===== src/sv/iazc_pkg.sv =====
`default_nettype none

package iazc_pkg;

    // command codes
    localparam logic [1:0] CMD_POLL      = 2'd0;
    localparam logic [1:0] CMD_SET_PERIM = 2'd1;
    localparam logic [1:0] CMD_SET_VOL   = 2'd2;

    // zone modes
    localparam logic [1:0] MODE_OFF_AUTO   = 2'd0;
    localparam logic [1:0] MODE_OFF_MANUAL = 2'd1;
    localparam logic [1:0] MODE_ON_AUTO    = 2'd2;
    localparam logic [1:0] MODE_ON_MANUAL  = 2'd3;

    // configuration register indexes
    localparam logic [1:0] REG_REMOTE_ADDRESS = 2'd0;
    localparam logic [1:0] REG_DISARM_CODE    = 2'd1;
    localparam logic [1:0] REG_ARM_CODE       = 2'd2;

    // configuration reset values
    localparam logic [15:0] REMOTE_ADDRESS_RST = 16'h5956;
    localparam logic [7:0]  DISARM_CODE_RST    = 8'h99;
    localparam logic [7:0]  ARM_CODE_RST       = 8'hA9;
    localparam logic [7:0]  ALL_ONES           = 8'hFF;

    // acknowledge beeps
    localparam logic [1:0] BEEPS_NONE   = 2'd0;
    localparam logic [1:0] BEEPS_DISARM = 2'd1;
    localparam logic [1:0] BEEPS_ARM    = 2'd3;

    typedef struct packed {
        logic [1:0]  command;
        logic [1:0]  mode;
        logic [15:0] rx_address;
        logic [7:0]  rx_data;
        logic [7:0]  perimeter_sensors;
        logic [7:0]  volume_sensors;
    } iazc_in_t;

    typedef struct packed {
        logic [7:0] perimeter_level;
        logic [7:0] volume_level;
        logic       perimeter_armed;
        logic       volume_armed;
        logic       perimeter_tripped;
        logic       volume_tripped;
        logic       perimeter_alarm;
        logic       volume_alarm;
        logic       siren_stop;
        logic [1:0] beep_count;
        logic       clear_remote;
    } iazc_out_t;

    // controller to datapath
    typedef struct packed {
        logic load;
        logic apply;
        logic sweep;
        logic finish;
    } iazc_cmd_t;

    // datapath to controller
    typedef struct packed {
        logic sweep_needed;
        logic sweep_last;
        logic out_free;
    } iazc_status_t;

    // off auto only from on auto; on auto refused while on manual
    function automatic logic mode_accepted(input logic [1:0] req, input logic [1:0] cur);
        logic ok;
        ok = 1'b1;
        if (req == MODE_OFF_AUTO && cur != MODE_ON_AUTO)
            ok = 1'b0;
        if (req == MODE_ON_AUTO && cur == MODE_ON_MANUAL)
            ok = 1'b0;
        return ok;
    endfunction

endpackage

`default_nettype wire


===== src/sv/iazc_ctrl.sv =====
`default_nettype none

module iazc_ctrl
    import iazc_pkg::*;
(
    input  wire logic         clk,
    input  wire logic         rst_n,
    input  wire logic         in_valid,
    output logic              in_stall,
    input  wire iazc_status_t status,
    output iazc_cmd_t         cmd
);

    localparam logic [1:0] ST_IDLE   = 2'd0;
    localparam logic [1:0] ST_APPLY  = 2'd1;
    localparam logic [1:0] ST_SWEEP  = 2'd2;
    localparam logic [1:0] ST_FINISH = 2'd3;

    logic [1:0] state_reg;
    logic [1:0] state_next;
    logic       accept;

    // a request is taken only between items
    assign in_stall = (state_reg != ST_IDLE);
    assign accept   = in_valid && !in_stall;

    // next state and commands
    always_comb
    begin
        state_next = state_reg;
        cmd        = '0;
        case (state_reg)
            ST_IDLE:
            begin
                cmd.load = accept;
                if (accept)
                    state_next = ST_APPLY;
            end
            ST_APPLY:
            begin
                cmd.apply  = 1'b1;
                state_next = status.sweep_needed ? ST_SWEEP : ST_FINISH;
            end
            ST_SWEEP:
            begin
                cmd.sweep = 1'b1;
                if (status.sweep_last)
                    state_next = ST_FINISH;
            end
            ST_FINISH:
            begin
                cmd.finish = status.out_free;
                if (status.out_free)
                    state_next = ST_IDLE;
            end
            default:
            begin
                state_next = ST_IDLE;
            end
        endcase
    end

    always_ff @(posedge clk or negedge rst_n)
    begin
        if (!rst_n)
            state_reg <= ST_IDLE;
        else
            state_reg <= state_next;
    end

    a_accept_to_apply: assert property (@(posedge clk) disable iff (!rst_n)
        accept |=> state_reg == ST_APPLY)
        else $error("accepted request did not move to apply");

    a_sweep_ends: assert property (@(posedge clk) disable iff (!rst_n)
        (state_reg == ST_SWEEP && status.sweep_last) |=> state_reg == ST_FINISH)
        else $error("history sweep did not end on its last entry");

    a_finish_only_when_free: assert property (@(posedge clk) disable iff (!rst_n)
        (state_reg == ST_FINISH && !status.out_free) |=> state_reg == ST_FINISH)
        else $error("left finish while the result register was full");

endmodule

`default_nettype wire


===== src/sv/iazc_datapath.sv =====
`default_nettype none

module iazc_datapath
    import iazc_pkg::*;
#(
    parameter int HISTORY_DEPTH = 10
)
(
    input  wire logic         clk,
    input  wire logic         rst_n,
    input  wire iazc_in_t     in_item,
    input  wire iazc_cmd_t    cmd,
    output iazc_status_t      status,
    input  wire logic         cfg_we,
    input  wire logic [1:0]   cfg_index,
    input  wire logic [15:0]  cfg_data,
    output logic              out_valid,
    input  wire logic         out_stall,
    output iazc_out_t         out_item
);

    localparam int SLOT_W = (HISTORY_DEPTH > 1) ? $clog2(HISTORY_DEPTH) : 1;
    localparam logic [SLOT_W-1:0] LAST_SLOT = SLOT_W'(HISTORY_DEPTH - 1);

    // configuration
    logic [15:0] remote_address_reg;
    logic [7:0]  disarm_code_reg;
    logic [7:0]  arm_code_reg;

    // captured request
    iazc_in_t    item_reg;

    // zone state
    logic [7:0]        hist_reg [HISTORY_DEPTH];
    logic [SLOT_W-1:0] slot_reg, slot_next;
    logic [1:0]        p_mode_reg, p_mode_next;
    logic [1:0]        v_mode_reg, v_mode_next;
    logic              p_en_reg, p_en_next;
    logic              v_en_reg, v_en_next;
    logic              p_latch_reg, p_latch_next;
    logic              v_latch_reg, v_latch_next;
    logic [7:0]        p_status_reg, p_status_next;
    logic [7:0]        v_status_reg, v_status_next;

    // per item events and sweep
    logic              stop_reg, stop_next;
    logic [1:0]        beeps_reg, beeps_next;
    logic              clr_reg, clr_next;
    logic              swept_reg, swept_next;
    logic [SLOT_W-1:0] idx_reg, idx_next;
    logic [7:0]        acc_reg, acc_next;

    // result register
    logic              out_valid_reg, out_valid_next;
    iazc_out_t         out_reg, out_next;

    logic remote_hit, disarm_hit, arm_hit, is_poll, sweep_needed, hist_we;
    logic p_alarm, v_alarm;

    assign is_poll    = (item_reg.command == CMD_POLL);
    assign remote_hit = is_poll && (item_reg.rx_address == remote_address_reg);
    assign disarm_hit = remote_hit && (item_reg.rx_data == disarm_code_reg);
    assign arm_hit    = remote_hit && !disarm_hit && (item_reg.rx_data == arm_code_reg);

    // remote press clears the latch before the sensor check
    assign sweep_needed = is_poll && !(disarm_hit || arm_hit) && !p_latch_reg
                          || is_poll && (disarm_hit || arm_hit);
    assign hist_we      = cmd.apply && sweep_needed;

    assign status.sweep_needed = sweep_needed;
    assign status.sweep_last   = (idx_reg == LAST_SLOT);
    assign status.out_free     = !out_valid_reg || !out_stall;

    // mode, remote, history sweep and result
    always_comb
    begin
        slot_next      = slot_reg;
        p_mode_next    = p_mode_reg;
        v_mode_next    = v_mode_reg;
        p_en_next      = p_en_reg;
        v_en_next      = v_en_reg;
        p_latch_next   = p_latch_reg;
        v_latch_next   = v_latch_reg;
        p_status_next  = p_status_reg;
        v_status_next  = v_status_reg;
        stop_next      = stop_reg;
        beeps_next     = beeps_reg;
        clr_next       = clr_reg;
        swept_next     = swept_reg;
        idx_next       = idx_reg;
        acc_next       = acc_reg;
        p_alarm        = 1'b0;
        v_alarm        = 1'b0;
        out_valid_next = out_valid_reg && out_stall;
        out_next       = out_reg;

        if (cmd.apply)
        begin
            stop_next  = 1'b0;
            beeps_next = BEEPS_NONE;
            clr_next   = remote_hit;
            swept_next = sweep_needed;
            idx_next   = '0;
            acc_next   = ALL_ONES;
            case (item_reg.command)
                CMD_SET_PERIM:
                begin
                    if (mode_accepted(item_reg.mode, p_mode_reg))
                    begin
                        p_mode_next  = item_reg.mode;
                        p_en_next    = item_reg.mode[1];
                        p_latch_next = 1'b0;
                        stop_next    = 1'b1;
                    end
                end
                CMD_SET_VOL:
                begin
                    if (mode_accepted(item_reg.mode, v_mode_reg))
                    begin
                        v_mode_next  = item_reg.mode;
                        v_en_next    = item_reg.mode[1];
                        v_latch_next = 1'b0;
                        stop_next    = 1'b1;
                    end
                end
                CMD_POLL:
                begin
                    if (disarm_hit || arm_hit)
                    begin
                        p_mode_next  = disarm_hit ? MODE_OFF_MANUAL : MODE_ON_MANUAL;
                        v_mode_next  = disarm_hit ? MODE_OFF_MANUAL : MODE_ON_MANUAL;
                        p_en_next    = arm_hit;
                        v_en_next    = arm_hit;
                        p_latch_next = 1'b0;
                        v_latch_next = 1'b0;
                        stop_next    = 1'b1;
                        beeps_next   = disarm_hit ? BEEPS_DISARM : BEEPS_ARM;
                    end
                end
                default:
                begin
                end
            endcase
            if (hist_we)
                slot_next = (slot_reg == LAST_SLOT) ? '0 : slot_reg + 1'b1;
        end

        // one history entry per cycle into the running and
        if (cmd.sweep)
        begin
            acc_next = acc_reg & hist_reg[idx_reg];
            idx_next = idx_reg + 1'b1;
        end

        if (cmd.finish)
        begin
            if (swept_reg)
            begin
                p_status_next = acc_reg;
                if (p_en_reg && acc_reg != 8'd0)
                begin
                    p_latch_next = 1'b1;
                    p_alarm      = 1'b1;
                end
            end
            if (is_poll && !v_latch_reg)
            begin
                v_status_next = item_reg.volume_sensors;
                if (v_en_reg && item_reg.volume_sensors != 8'd0)
                begin
                    v_latch_next = 1'b1;
                    v_alarm      = 1'b1;
                end
            end
            out_valid_next             = 1'b1;
            out_next.perimeter_level   = p_status_next;
            out_next.volume_level      = v_status_next;
            out_next.perimeter_armed   = p_en_reg;
            out_next.volume_armed      = v_en_reg;
            out_next.perimeter_tripped = p_latch_next;
            out_next.volume_tripped    = v_latch_next;
            out_next.perimeter_alarm   = p_alarm;
            out_next.volume_alarm      = v_alarm;
            out_next.siren_stop        = stop_reg;
            out_next.beep_count        = beeps_reg;
            out_next.clear_remote      = clr_reg;
        end
    end

    // configuration writes, unknown indexes ignored
    always_ff @(posedge clk or negedge rst_n)
    begin
        if (!rst_n)
        begin
            remote_address_reg <= REMOTE_ADDRESS_RST;
            disarm_code_reg    <= DISARM_CODE_RST;
            arm_code_reg       <= ARM_CODE_RST;
        end
        else if (cfg_we)
        begin
            case (cfg_index)
                REG_REMOTE_ADDRESS: remote_address_reg <= cfg_data;
                REG_DISARM_CODE:    disarm_code_reg    <= cfg_data[7:0];
                REG_ARM_CODE:       arm_code_reg       <= cfg_data[7:0];
                default:
                begin
                end
            endcase
        end
    end

    // request capture, result payload, sweep accumulator and index
    always_ff @(posedge clk)
    begin
        if (cmd.load)
            item_reg <= in_item;
        out_reg <= out_next;
        acc_reg <= acc_next;
        idx_reg <= idx_next;
    end

    // perimeter history, cleared at reset
    always_ff @(posedge clk or negedge rst_n)
    begin
        if (!rst_n)
        begin
            for (int i = 0; i < HISTORY_DEPTH; i++)
                hist_reg[i] <= 8'd0;
        end
        else if (hist_we)
        begin
            hist_reg[slot_reg] <= item_reg.perimeter_sensors;
        end
    end

    // zone and control state
    always_ff @(posedge clk or negedge rst_n)
    begin
        if (!rst_n)
        begin
            slot_reg      <= '0;
            p_mode_reg    <= MODE_OFF_AUTO;
            v_mode_reg    <= MODE_OFF_AUTO;
            p_en_reg      <= 1'b0;
            v_en_reg      <= 1'b0;
            p_latch_reg   <= 1'b0;
            v_latch_reg   <= 1'b0;
            p_status_reg  <= 8'd0;
            v_status_reg  <= 8'd0;
            stop_reg      <= 1'b0;
            beeps_reg     <= BEEPS_NONE;
            clr_reg       <= 1'b0;
            swept_reg     <= 1'b0;
            out_valid_reg <= 1'b0;
        end
        else
        begin
            slot_reg      <= slot_next;
            p_mode_reg    <= p_mode_next;
            v_mode_reg    <= v_mode_next;
            p_en_reg      <= p_en_next;
            v_en_reg      <= v_en_next;
            p_latch_reg   <= p_latch_next;
            v_latch_reg   <= v_latch_next;
            p_status_reg  <= p_status_next;
            v_status_reg  <= v_status_next;
            stop_reg      <= stop_next;
            beeps_reg     <= beeps_next;
            clr_reg       <= clr_next;
            swept_reg     <= swept_next;
            out_valid_reg <= out_valid_next;
        end
    end

    assign out_valid = out_valid_reg;
    assign out_item  = out_reg;

    a_alarm_latches: assert property (@(posedge clk) disable iff (!rst_n)
        out_valid && (out_item.perimeter_alarm || out_item.volume_alarm)
        |-> (!out_item.perimeter_alarm || out_item.perimeter_tripped)
            && (!out_item.volume_alarm || out_item.volume_tripped))
        else $error("alarm reported without trip latch");

    a_beep_remote: assert property (@(posedge clk) disable iff (!rst_n)
        out_valid && out_item.beep_count != BEEPS_NONE
        |-> out_item.clear_remote && out_item.siren_stop)
        else $error("beeps without remote match and siren stop");

    a_disarm_state: assert property (@(posedge clk) disable iff (!rst_n)
        out_valid && out_item.beep_count == BEEPS_DISARM
        |-> !out_item.perimeter_armed && !out_item.volume_armed
            && !out_item.perimeter_tripped && !out_item.volume_tripped)
        else $error("disarm left a zone armed or tripped");

    a_slot_range: assert property (@(posedge clk) disable iff (!rst_n)
        slot_reg <= LAST_SLOT)
        else $error("history slot out of range");

endmodule

`default_nettype wire


===== src/sv/intrusion_alarm_zone_controller_core.sv =====
// channel  | handshake           | payload
// ---------+---------------------+----------------------------------
// in       | in_valid / in_stall | in_item   (iazc_in_t)
// out      | out_valid/out_stall | out_item  (iazc_out_t)
// cfg      | cfg_we              | cfg_index, cfg_data
//
// a mode command, unused code or poll with the perimeter tripped and no remote press
// goes from acceptance through apply to finish, with the result registered at finish
// a poll that samples the perimeter adds the history sweep between apply and finish,
// which reads one register-file entry per cycle
// one request at a time; the next is taken while a result waits in the output register
// out_stall only holds the finished result, the next request still runs up to its end
// rst_n clears configuration to defaults, zones to off auto and the history to zero
`default_nettype none

module intrusion_alarm_zone_controller_core
    import iazc_pkg::*;
#(
    parameter int HISTORY_DEPTH = 10
)
(
    input  wire logic        clk,
    input  wire logic        rst_n,
    input  wire logic        in_valid,
    output logic             in_stall,
    input  wire iazc_in_t    in_item,
    output logic             out_valid,
    input  wire logic        out_stall,
    output iazc_out_t        out_item,
    input  wire logic        cfg_we,
    input  wire logic [1:0]  cfg_index,
    input  wire logic [15:0] cfg_data
);

    iazc_cmd_t    cmd;
    iazc_status_t status;

    // sequencer
    iazc_ctrl u_ctrl (
        .clk      (clk),
        .rst_n    (rst_n),
        .in_valid (in_valid),
        .in_stall (in_stall),
        .status   (status),
        .cmd      (cmd)
    );

    // zone state, history and result register
    iazc_datapath #(
        .HISTORY_DEPTH (HISTORY_DEPTH)
    ) u_datapath (
        .clk       (clk),
        .rst_n     (rst_n),
        .in_item   (in_item),
        .cmd       (cmd),
        .status    (status),
        .cfg_we    (cfg_we),
        .cfg_index (cfg_index),
        .cfg_data  (cfg_data),
        .out_valid (out_valid),
        .out_stall (out_stall),
        .out_item  (out_item)
    );

endmodule

`default_nettype wire


===== config.mk =====
export PLATFORM = sky130hd
export DESIGN_NAME = intrusion_alarm_zone_controller_core
export DESIGN_NICKNAME = d
export VERILOG_FILES = /design/src/sv/iazc_pkg.sv /design/src/sv/iazc_ctrl.sv /design/src/sv/iazc_datapath.sv /design/src/sv/intrusion_alarm_zone_controller_core.sv
export SDC_FILE = /design/constraint.sdc
export NUM_CORES = 1
export LEC_CHECK = 0
export BUFFER_PORTS_ARGS = -buffer_cell sky130_fd_sc_hd__buf_2
export CAP_MARGIN = 15
export CORE_MARGIN = 2
export CORE_UTILIZATION = 53
export DETAILED_ROUTE_END_ITERATION = 16
export PLACE_DENSITY = 0.77
export RECOVER_POWER = 25
export SYNTH_ARGS = -nofsm -noshare
export SYNTH_HDL_FRONTEND = slang
export SYNTH_SLANG_ARGS = --single-unit

===== constraint.sdc =====
create_clock -name clk -period 2.7 [get_ports clk]
set_input_delay 0.54 -clock clk [delete_from_list [all_inputs] [get_ports clk]]
set_output_delay 0.54 -clock clk [all_outputs]
set_load 0.01 [all_outputs]

==> out/results.ini <==
[die]
io_pins = 95
core-area_um2 = 18100
die_w_um = 141
die-area_um2 = 19800
die_y_um = 141
start_util = 0.546
rows = 49

[outcome]
run_status = finished, violations left
violations = max-capacitance violations, max-slew violations, negative setup slack

[clock_tree]
clk_pin_slew_ns = 0.06
cts_hold_buf = 0
clockBufferDepth = 3
cts_root_buffer = clkbuf_16
cts_tree = yes
clkLatencyLatePin_ns = 0.52
h-tree-depth = 1
clkSinkCount = 230
cts_buffers = 24

[placement]
io_buffer_count = 94
place_area_um2 = 10900
dp_hpwl_mm = 13.8
place_congestion = 0.812

[flow_run]
cap_violations = 1

[worst_setup_path]
setup.worst_path.start_class = flip-flop
cp_slowest_cell = dfstp_2
critPathArrivalTime_ns = 3.11
cp.required_ns = 3.10
critPathMaxFanout = 10
r2r_cells = 8
reg2reg_slack_ns = -0.006
r2r_start = u_datapath.remote_address_reg[14]
end_kind = flip-flop
rr_endpoint = u_datapath.hist_reg[40]
cp_cell_sequence = xor2_1 > nor4_2 > nand4_1 > a211o_1 > buf_12 > a2111oi_4 > buf_6 > mux2_2
path_class = flip-flop to flip-flop
critical_path.max_stage_delay_ns = 0.53

[power]
switchingPower_mw = 3.63
pwr-share-comb = 0.259
p_per_area_nw_per_um2 = 1010
switching_share = 0.303
p_int_mw = 8.37
ir_drop_mv = 0.535
seqPwrFrac = 0.464
power_mw = 12.0
p_leak_nw = 4.98
power.share.clock = 0.277

[synth]
synth-main-ff-cell = dfrtp_1
synth_top_area_frac = 0.334
synthTopCellsByArea = dfrtp_1 (33%), edfxtp_1 (25%), mux2_2 (17%)
synth_most_common_cell = mux2_2
synth_edf_count = 82
synthAdderAreaFrac = 0.00885
synth_top_family_by_area = multiplexers
avgSynthCellArea_um2 = 15.3
synthXorXnorAreaFrac = 0.0319
synth_top_cells_by_count = mux2_2 (148), dfrtp_1 (132), edfxtp_1 (82), nor2_1 (35), xor2_1 (32)
muxShareOfSynthArea = 0.207
synth.cell_area_um2 = 9900
synth_compound_area_frac = 0.0605
synth_seq_area_share = 0.625
synth_fp_nets = 723
ys_ff_latch = 230
synth_cell_type_count = 50
synth_simple_gate_area_frac = 0.0511
postSynthCellCount = 649
async_flop_share = 0.643
synth_largest_area_cell = dfrtp_1
ys_warn_count = 0

[sta]
setup_slack_ns = -0.00635
period_minus_slack_ns = 2.71
tightest_slew_ns = 1.97
max_slew_margin = -0.314
hold_violations = 0
fmax_mhz = 370
slew_violations = 74
rsz0062_at_grt = true
skew_ns = 0.0229
finalSetupViolCount = 4
min_period_over_period = 1.00
tns_ns = -0.0150

[hold_path]
hold_depth = 1
hold_start = in_item[28]
hold_end = u_datapath.item_reg[28]
hp-class = input port to flip-flop

[layout]
largest_reg_flops = 80
drive_gt1_frac = 0.454
final_area_um2 = 11800
n_antenna_cell = 0
layout.nets = 851
areaGrowthSynthToFinish_pct = 19.6
fill_cells = 1290

[global_routing]
grt_max_degree = 76
grtUsageTotal = 0.210
gr-total-overflow = 0
grt_pass1_wl_mm = 33.2
antenna_found_initial = 0
first_global_vias = 6417

[detailed_routing]
ant_nets = 0
wl_mm = 20.5
wire_per_inst_um = 20.0
drt_iter0_drc = 342
viasPerCell = 5.67
drcViolationCount = 0
num_vias = 5802
firstDrtPassIters = 4

## cell usage in the layout, fill, tap and decap left out, drive strengths merged, types with 16 or more instances in the layout
master and count:
mux4 16, buf 122, dfstp 16, nand2 25, mux2 148, dfrtp 132
edfxtp 82, inv 18, nor2 35, clkbuf 35, xor2 32
## worst max path at each step
| stage | from | end | slack, ns | cells after the start |
|---|---|---|---|---|
| 3_5_place_dp | u_datapath.remote_address_reg[8] | u_datapath.hist_reg[21] | -0.11 | 8 |
| 4_1_cts | u_datapath.remote_address_reg[8] | u_datapath.hist_reg[22] | -0.005 | 8 |
| 3_3_place_gp | u_datapath.remote_address_reg[8] | u_datapath.hist_reg[21] | -0.1 | 8 |
| 5_1_grt | u_datapath.remote_address_reg[6] | u_datapath.hist_reg[39] | -0.1 | 8 |
| 6_report | u_datapath.remote_address_reg[14] | u_datapath.hist_reg[40] | -0.006 | 8 |
| 2_1_floorplan | u_datapath.remote_address_reg[1] | u_datapath.hist_reg[0] | 0.12 | 7 |
## power groups by stage
stage	registers [mW]	logic [mW]	clock network (mW)
CTS	5.57	3.08	3.39
detailed placement	5.62	3.04	0
global route	5.70	3.41	3.50
finish	5.58	3.10	3.33
global placement	5.53	2.92	0
floorplan	5.36	2.26	0
## routing by layer
| layer | GRT usage | up-vias | wire length, um |
|---|---|---|---|
| met3 | 0.0384 | 34 | 950 |
| met1 | 0.277 | 2962 | 8840 |
| met4 | 0.0595 | 0 | 455 |
| met5 | 0 | - | 0 |
| met2 | 0.361 | 154 | 10200 |
| li1 | - | 2652 | - |
## timing repair
item,4_1_cts,5_1_grt
gates cloned,1,0
resized for setup,3,29
setup endpoints to repair,59,71
setup buffers,1,0
pin swaps,1,7
## worst max-delay path, delay by kind of cell (launching register included)
kind	cells	cell delay [ns]
AO/OA/AOI/OAI	2	0.73
XOR/XNOR	1	0.08
buffers and inverters	2	0.37
flip-flops	1	0.53
multiplexers	1	0.34
AND/OR/NAND/NOR	2	0.53
## kinds of logic (layout without fill, tap and decap cells)
family                     after synthesis  count (layout)
AOI/OAI and AO/OA                       65              65
xor gates and xnor gates                36              36
buffers and inverters                   40             186
and+or+nand+nor                        105             105
adders and majority gates                7               7
DFF                                    230             230
muxes                                  166             166
## metrics by stage
step,hold slack (ns),utilization,setup slack [ns],cells
finish,0.191,0.652,-0.00635,1024
global route,0.172,0.652,-0.0976,1024
CTS,0.0831,0.647,-0.00477,1024
detailed placement,0.444,0.599,-0.111,978
global placement,0.435,0.599,-0.0954,978
floorplan,0.244,-,0.125,649
## area by class of cell
type	count	area, um2	share of cell area
multi-input combinational	379	3660	0.309
inverter	18	67.6	0.00571
timing repair buffer	124	830	0.0701
tap	229	287	0.0242
clock buffer	34	691	0.0583
clock inverter	10	116	0.00983
sequential	230	6190	0.522
(Power assumes the default switching activity.)
